**src/rtl/core/xs128_pkg.sv**
```systemverilog
`timescale 1ns / 1ps

package xs128_pkg;

  localparam int unsigned WordW  = 32;
  localparam int unsigned NumGen = 4;
  localparam int unsigned GenIdxW = $clog2(NumGen);

  localparam logic [WordW-1:0] SEED_GAMMA = 32'h9E37_79B9;
  localparam logic [WordW-1:0] MIX_MUL_A  = 32'h85EB_CA6B;
  localparam logic [WordW-1:0] MIX_MUL_B  = 32'hC2B2_AE35;
  localparam logic [WordW-1:0] DRAW_MUL_5 = 32'd5;
  localparam logic [WordW-1:0] DRAW_MUL_9 = 32'd9;

  localparam logic CMD_DRAW = 1'b0;
  localparam logic CMD_SEED = 1'b1;

  typedef enum logic [2:0] {
    ST_IDLE,
    ST_DRAW_MUL5,
    ST_DRAW_MUL9,
    ST_DRAW_OUT,
    ST_SEED_MIXA,
    ST_SEED_MIXB,
    ST_SEED_STORE
  } xs_state_t;

  typedef struct packed {
    logic             en;
    logic [WordW-1:0] a;
    logic [WordW-1:0] b;
  } mul_req_t;

  function automatic logic [WordW-1:0] rotl7(input logic [WordW-1:0] v);
    return {v[WordW-8:0], v[WordW-1:WordW-7]};
  endfunction

  function automatic logic [WordW-1:0] rotl11(input logic [WordW-1:0] v);
    return {v[WordW-12:0], v[WordW-1:WordW-11]};
  endfunction

endpackage

```
**src/rtl/core/xs128_mul.sv**
```systemverilog
`timescale 1ns / 1ps

module xs128_mul (
  input  logic                            clk,
  input  xs128_pkg::mul_req_t             req,
  output logic [xs128_pkg::WordW-1:0]     prod
);

  logic [xs128_pkg::WordW-1:0] prod_r;

  // keep only the low word of the product
  always_ff @(posedge clk) begin
    if (req.en) begin
      prod_r <= xs128_pkg::WordW'(req.a * req.b);
    end
  end

  assign prod = prod_r;

endmodule

```
**src/rtl/core/xoshiro128ss_prng_with_seeding.sv**
```systemverilog
`timescale 1ns / 1ps

// xoshiro128** generator with a SplitMix32-style seed loader. An input word
// with in_tuser = 1 reseeds the four state words from in_tdata and gives no
// output; an input word with in_tuser = 0 draws one 32-bit word, delivered on
// out_tdata. All multiplications go through one registered 32x32 multiplier
// under a small sequencer, one product per cycle. A draw steps through
// DRAW_MUL5, DRAW_MUL9 and DRAW_OUT until in_tready returns (DRAW_OUT holds
// while a previous output word still waits); a reseed steps through SEED_MIXA,
// SEED_MIXB and SEED_STORE once per state word. An output word waits in its
// own register, so the next input word is taken while it is pending. After
// reset the state is all zero and draws return zero until the first reseed.
module xoshiro128ss_prng_with_seeding (
  input  logic        clk,
  input  logic        rst_n,
  input  logic        in_tvalid,
  output logic        in_tready,
  input  logic [31:0] in_tdata,   // [31:0] seed_value
  input  logic [0:0]  in_tuser,   // [0] cmd
  output logic        out_tvalid,
  input  logic        out_tready,
  output logic [31:0] out_tdata   // [31:0] random_word
);

  localparam int unsigned W = xs128_pkg::WordW;

  xs128_pkg::xs_state_t state_r, state_nxt;

  logic [W-1:0]                   gen_r   [xs128_pkg::NumGen];
  logic [W-1:0]                   gen_nxt [xs128_pkg::NumGen];
  logic [W-1:0]                   run_r, run_nxt;
  logic [xs128_pkg::GenIdxW-1:0]  widx_r, widx_nxt;
  logic                           out_valid_r, out_valid_nxt;
  logic [W-1:0]                   out_data_r, out_data_nxt;

  xs128_pkg::mul_req_t mul_req;
  logic [W-1:0]        mul_q;
  logic [W-1:0]        run_sum;
  logic                in_fire;
  logic                out_free;

  xs128_mul u_mul (
    .clk  (clk),
    .req  (mul_req),
    .prod (mul_q)
  );

  assign in_tready  = (state_r == xs128_pkg::ST_IDLE);
  assign in_fire    = in_tvalid && in_tready;
  assign out_free   = !out_valid_r || out_tready;
  assign run_sum    = run_r + xs128_pkg::SEED_GAMMA;
  assign out_tvalid = out_valid_r;
  assign out_tdata  = out_data_r;

  always_comb begin
    state_nxt     = state_r;
    run_nxt       = run_r;
    widx_nxt      = widx_r;
    out_data_nxt  = out_data_r;
    out_valid_nxt = out_valid_r && !out_tready;
    for (int i = 0; i < xs128_pkg::NumGen; i++) begin
      gen_nxt[i] = gen_r[i];
    end
    mul_req = '{en: 1'b0, a: '0, b: '0};

    case (state_r)
      xs128_pkg::ST_IDLE: begin
        if (in_fire) begin
          if (in_tuser[0] == xs128_pkg::CMD_SEED) begin
            run_nxt   = in_tdata;
            widx_nxt  = '0;
            state_nxt = xs128_pkg::ST_SEED_MIXA;
          end else begin
            state_nxt = xs128_pkg::ST_DRAW_MUL5;
          end
        end
      end

      xs128_pkg::ST_DRAW_MUL5: begin
        // sample s1 into the multiplier and advance the state together
        mul_req    = '{en: 1'b1, a: gen_r[1], b: xs128_pkg::DRAW_MUL_5};
        gen_nxt[2] = gen_r[2] ^ gen_r[0] ^ {gen_r[1][W-10:0], 9'd0};
        gen_nxt[1] = gen_r[1] ^ gen_r[2] ^ gen_r[0];
        gen_nxt[0] = gen_r[0] ^ gen_r[3] ^ gen_r[1];
        gen_nxt[3] = xs128_pkg::rotl11(gen_r[3] ^ gen_r[1]);
        state_nxt  = xs128_pkg::ST_DRAW_MUL9;
      end

      xs128_pkg::ST_DRAW_MUL9: begin
        mul_req   = '{en: 1'b1, a: xs128_pkg::rotl7(mul_q), b: xs128_pkg::DRAW_MUL_9};
        state_nxt = xs128_pkg::ST_DRAW_OUT;
      end

      xs128_pkg::ST_DRAW_OUT: begin
        // hold until the output register is free
        if (out_free) begin
          out_valid_nxt = 1'b1;
          out_data_nxt  = mul_q;
          state_nxt     = xs128_pkg::ST_IDLE;
        end
      end

      xs128_pkg::ST_SEED_MIXA: begin
        run_nxt   = run_sum;
        mul_req   = '{en: 1'b1, a: run_sum ^ (run_sum >> 15), b: xs128_pkg::MIX_MUL_A};
        state_nxt = xs128_pkg::ST_SEED_MIXB;
      end

      xs128_pkg::ST_SEED_MIXB: begin
        mul_req   = '{en: 1'b1, a: mul_q ^ (mul_q >> 13), b: xs128_pkg::MIX_MUL_B};
        state_nxt = xs128_pkg::ST_SEED_STORE;
      end

      xs128_pkg::ST_SEED_STORE: begin
        gen_nxt[widx_r] = mul_q ^ (mul_q >> 16);
        widx_nxt        = widx_r + 1'b1;
        if (widx_r == xs128_pkg::GenIdxW'(xs128_pkg::NumGen - 1)) begin
          state_nxt = xs128_pkg::ST_IDLE;
        end else begin
          state_nxt = xs128_pkg::ST_SEED_MIXA;
        end
      end

      default: begin
        state_nxt = xs128_pkg::ST_IDLE;
      end
    endcase
  end

  always_ff @(posedge clk) begin
    if (!rst_n) begin
      state_r     <= xs128_pkg::ST_IDLE;
      out_valid_r <= 1'b0;
      widx_r      <= '0;
      for (int i = 0; i < xs128_pkg::NumGen; i++) begin
        gen_r[i] <= '0;
      end
    end else begin
      state_r     <= state_nxt;
      out_valid_r <= out_valid_nxt;
      widx_r      <= widx_nxt;
      for (int i = 0; i < xs128_pkg::NumGen; i++) begin
        gen_r[i] <= gen_nxt[i];
      end
    end
  end

  always_ff @(posedge clk) begin
    run_r      <= run_nxt;
    out_data_r <= out_data_nxt;
  end

endmodule
```
**config.mk**
```make
export PLATFORM = sky130hd
export DESIGN_NAME = xoshiro128ss_prng_with_seeding
export DESIGN_NICKNAME = d
export VERILOG_FILES = /design/src/rtl/core/xs128_pkg.sv /design/src/rtl/core/xs128_mul.sv /design/src/rtl/core/xoshiro128ss_prng_with_seeding.sv
export SDC_FILE = /design/constraint.sdc
export NUM_CORES = 1
export LEC_CHECK = 0
export BUFFER_PORTS_ARGS = -buffer_cell sky130_fd_sc_hd__buf_2
export CAP_MARGIN = 15
export CORE_MARGIN = 2
export CORE_UTILIZATION = 23
export CTS_CLUSTER_DIAMETER = 150
export CTS_CLUSTER_SIZE = 20
export DETAILED_ROUTE_END_ITERATION = 10
export SYNTH_ARGS = -nofsm -noshare
export SYNTH_HDL_FRONTEND = slang
export SYNTH_SLANG_ARGS = --single-unit
```
**constraint.sdc**
```tcl
create_clock -name clk -period 16.9 [get_ports clk]
set_input_delay 2.535 -clock clk [delete_from_list [all_inputs] [get_ports clk]]
set_output_delay 2.535 -clock clk [all_outputs]
set_load 0.01 [all_outputs]
```
==> results.json <==
{
  "grt_use_total_pct": 16.1,
  "syn_nets": 3252,
  "hold_class": "register to register",
  "synth.largest_area_cell": "fa_1",
  "maxCapViolCount": 0,
  "cts.clk_slew.worst_paths_ps": 110,
  "maxSlewViolCount": 0,
  "ios": 71,
  "netlist.area_leader.share_pct": 26.0,
  "wire_per_inst_um": 21.5,
  "timing.fmax_ghz": 0.0928,
  "layout-drive-gt1-share_pct": 7.24,
  "maxSlewHeadroom_pct": 12.9,
  "synthTopCellsByArea": "fa_1, edfxtp_1, dfxtp_1, ha_1, inv_1",
  "syn_area_mm2": 0.0247,
  "place_ws_ps": 6220,
  "top_usage_layer": "met2",
  "grt_first_pass_wirelength_um": 133000,
  "finalNonFillerCells": 4137,
  "port_buffers": 70,
  "fin_total_pwr_mw": 5.96,
  "place_area_mm2": 0.0268,
  "hold_viol_final": 0,
  "synthCells": 2693,
  "die_h_um": 331,
  "drc_errors": 0,
  "die_x_um": 331,
  "path_class": "register to register",
  "core-area_mm2": 0.107,
  "period_share_pct": 63.7,
  "synth-async-reset-ratio_pct": 0,
  "avgSynthCellArea_um2": 9.16,
  "yosysWarnings": 0,
  "power.leakage_nw": 12.9,
  "critPathMostFrequentCell": "fa_1",
  "status": "completed",
  "fin_setup_tns_ps": 0,
  "timing.hold.ws_ps": 480,
  "cts_sinks": 230,
  "final_util_pct": 25.5,
  "place.gp.congestion": 0.967,
  "grt.met2_usage_pct": 26.0,
  "worst_slew_pin_slew_ps": 1290,
  "grtUsageMet1_pct": 21.6,
  "cts-resized-gates": 0,
  "rsz0062_at_grt": "no",
  "detail_route.wirelength_um": 88900,
  "ys_seq_area_share_pct": 22.6,
  "post_cts_buffers": 0,
  "start_kind": "register",
  "diodes": 0,
  "synth_top_flop_cell": "dfxtp_1",
  "fin_area_mm2": 0.0272,
  "insertion_delay_ps": 570,
  "layout_common_cells": "inv_1, fa_1, nand2_1, nor2_1, ha_1",
  "grt_overflow": 0,
  "htreeDepth": 1,
  "setup_viol": 0,
  "grtUsageMet3_pct": 2.32,
  "drtAntennaViolNets": 0,
  "place_inst": 4112,
  "die-area_mm2": 0.110,
  "via_per_inst": 4.63,
  "initial_core_util_pct": 23.1,
  "end_kind": "register",
  "cp.arrival_ps": 11090,
  "row_count": 120,
  "antenna_found_initial": 1,
  "ir_worst_vdd_uv": 208,
  "max_stage_delay_ps": 930,
  "grt_max_degree": 66,
  "ctsHoldBuffers": 0,
  "cts_tree": "done",
  "nets": 3285,
  "crit_required_ps": 17220,
  "cp_slowest_cell": "a221oi_1",
  "grt_pass1_vias": 19605,
  "ys_ff_latch": 230,
  "final_common_cell": "inv_1",
  "period_needed_ps": 10770,
  "area_growth_pct": 10.4,
  "drtPass1Iterations": 6,
  "place_hpwl_um": 69200,
  "synth_edf_count": 96,
  "clockBufferDepth": 3,
  "ys_types": 81,
  "cp_max_fo": 7,
  "cts-root-buf": "clkbuf_16",
  "fin_ws_ps": 6130,
  "drtIter0Drc": 1789,
  "numCtsBuffers": 15,
  "powerDensity_mw_per_mm2": 219,
  "clock_skew_ps": 68.3,
  "vias": 19148
}
[layout make-up]
class | count | area (µm²)
Clock buffer | 22 | 402
Inverter | 515 | 1930
Timing Repair Buffer | 123 | 748
Clock inverter | 3 | 21.3
Sequential cell | 230 | 5570
Multi-Input combinational cell | 1841 | 16800
Fill cell | 11463 | 79500
Tap cell | 1403 | 1760
[power breakdown]
group	switching, mW	total (mW)	internal (mW)
Clock	0.226	0.395	0.169
Sequential	0.154	0.984	0.830
Combinational	2.69	4.58	1.89
Total	3.07	5.96	2.89
[cell usage after synthesis (12+ instances only)]
master and count:
inv_1 510, fa_1 320, nand2_1 285, nor2_1 228
ha_1 202, o21ai_0 148, dfxtp_1 134, xnor2_1 111
xor2_1 108, a21oi_1 100, edfxtp_1 96, clkbuf_1 88
a221oi_1 59, a31oi_1 31, nor3_1 28, a21o_1 23
a211oi_1 14, buf_1 12
[path summary, 6_finish.rpt]
kind	start	end	slack, ps	depth (start not counted)
worst min register to register	gen_r[2][6]$_SDFFE_PN0P_	gen_r[2][6]$_SDFFE_PN0P_	480	2
worst min-delay path	gen_r[2][6]$_SDFFE_PN0P_	gen_r[2][6]$_SDFFE_PN0P_	480	2
worst max-delay path	run_r[0]$_DFFE_PP_	u_mul.prod[31]$_DFFE_PN_	6130	33
worst max register to register	run_r[0]$_DFFE_PP_	u_mul.prod[31]$_DFFE_PN_	6130	33
[flip-flops by register name, summed over array words and instances (netlist names)]
name,count
gen_r,128
out_tdata,32
run_r,32
u_mul.prod,32
state_r,3
widx_r,2
out_tvalid,1
[per-layer routing]
metal / up-vias / routed length (µm)
met5: - / 0
met4: 0 / 4320
met3: 174 / 6180
met2: 767 / 41000
met1: 9548 / 37400
li1: 8659 / -
[cell families after synthesis]
family | count (synthesis) | share of synthesized area (%)
simple gates | 635 | 10.9
buf+inv | 622 | 9.53
fa+ha+maj | 522 | 36.2
compound gates | 443 | 11.6
xor+xnor | 231 | 8.80
flops | 230 | 22.6
mux | 10 | 0.441
[worst max-delay path, delay by kind of cell, from the launching register on]
kind / cells / cell delay, ps
XOR/XNOR: 2 / 360
flip-flops: 1 / 470
buffers and inverters: 4 / 250
adder cells (fa/ha/maj): 10 / 4790
AND/OR/NAND/NOR: 4 / 790
AO/OA/AOI/OAI: 13 / 3890
No activity file was read; power rests on OpenSTA's default activity.
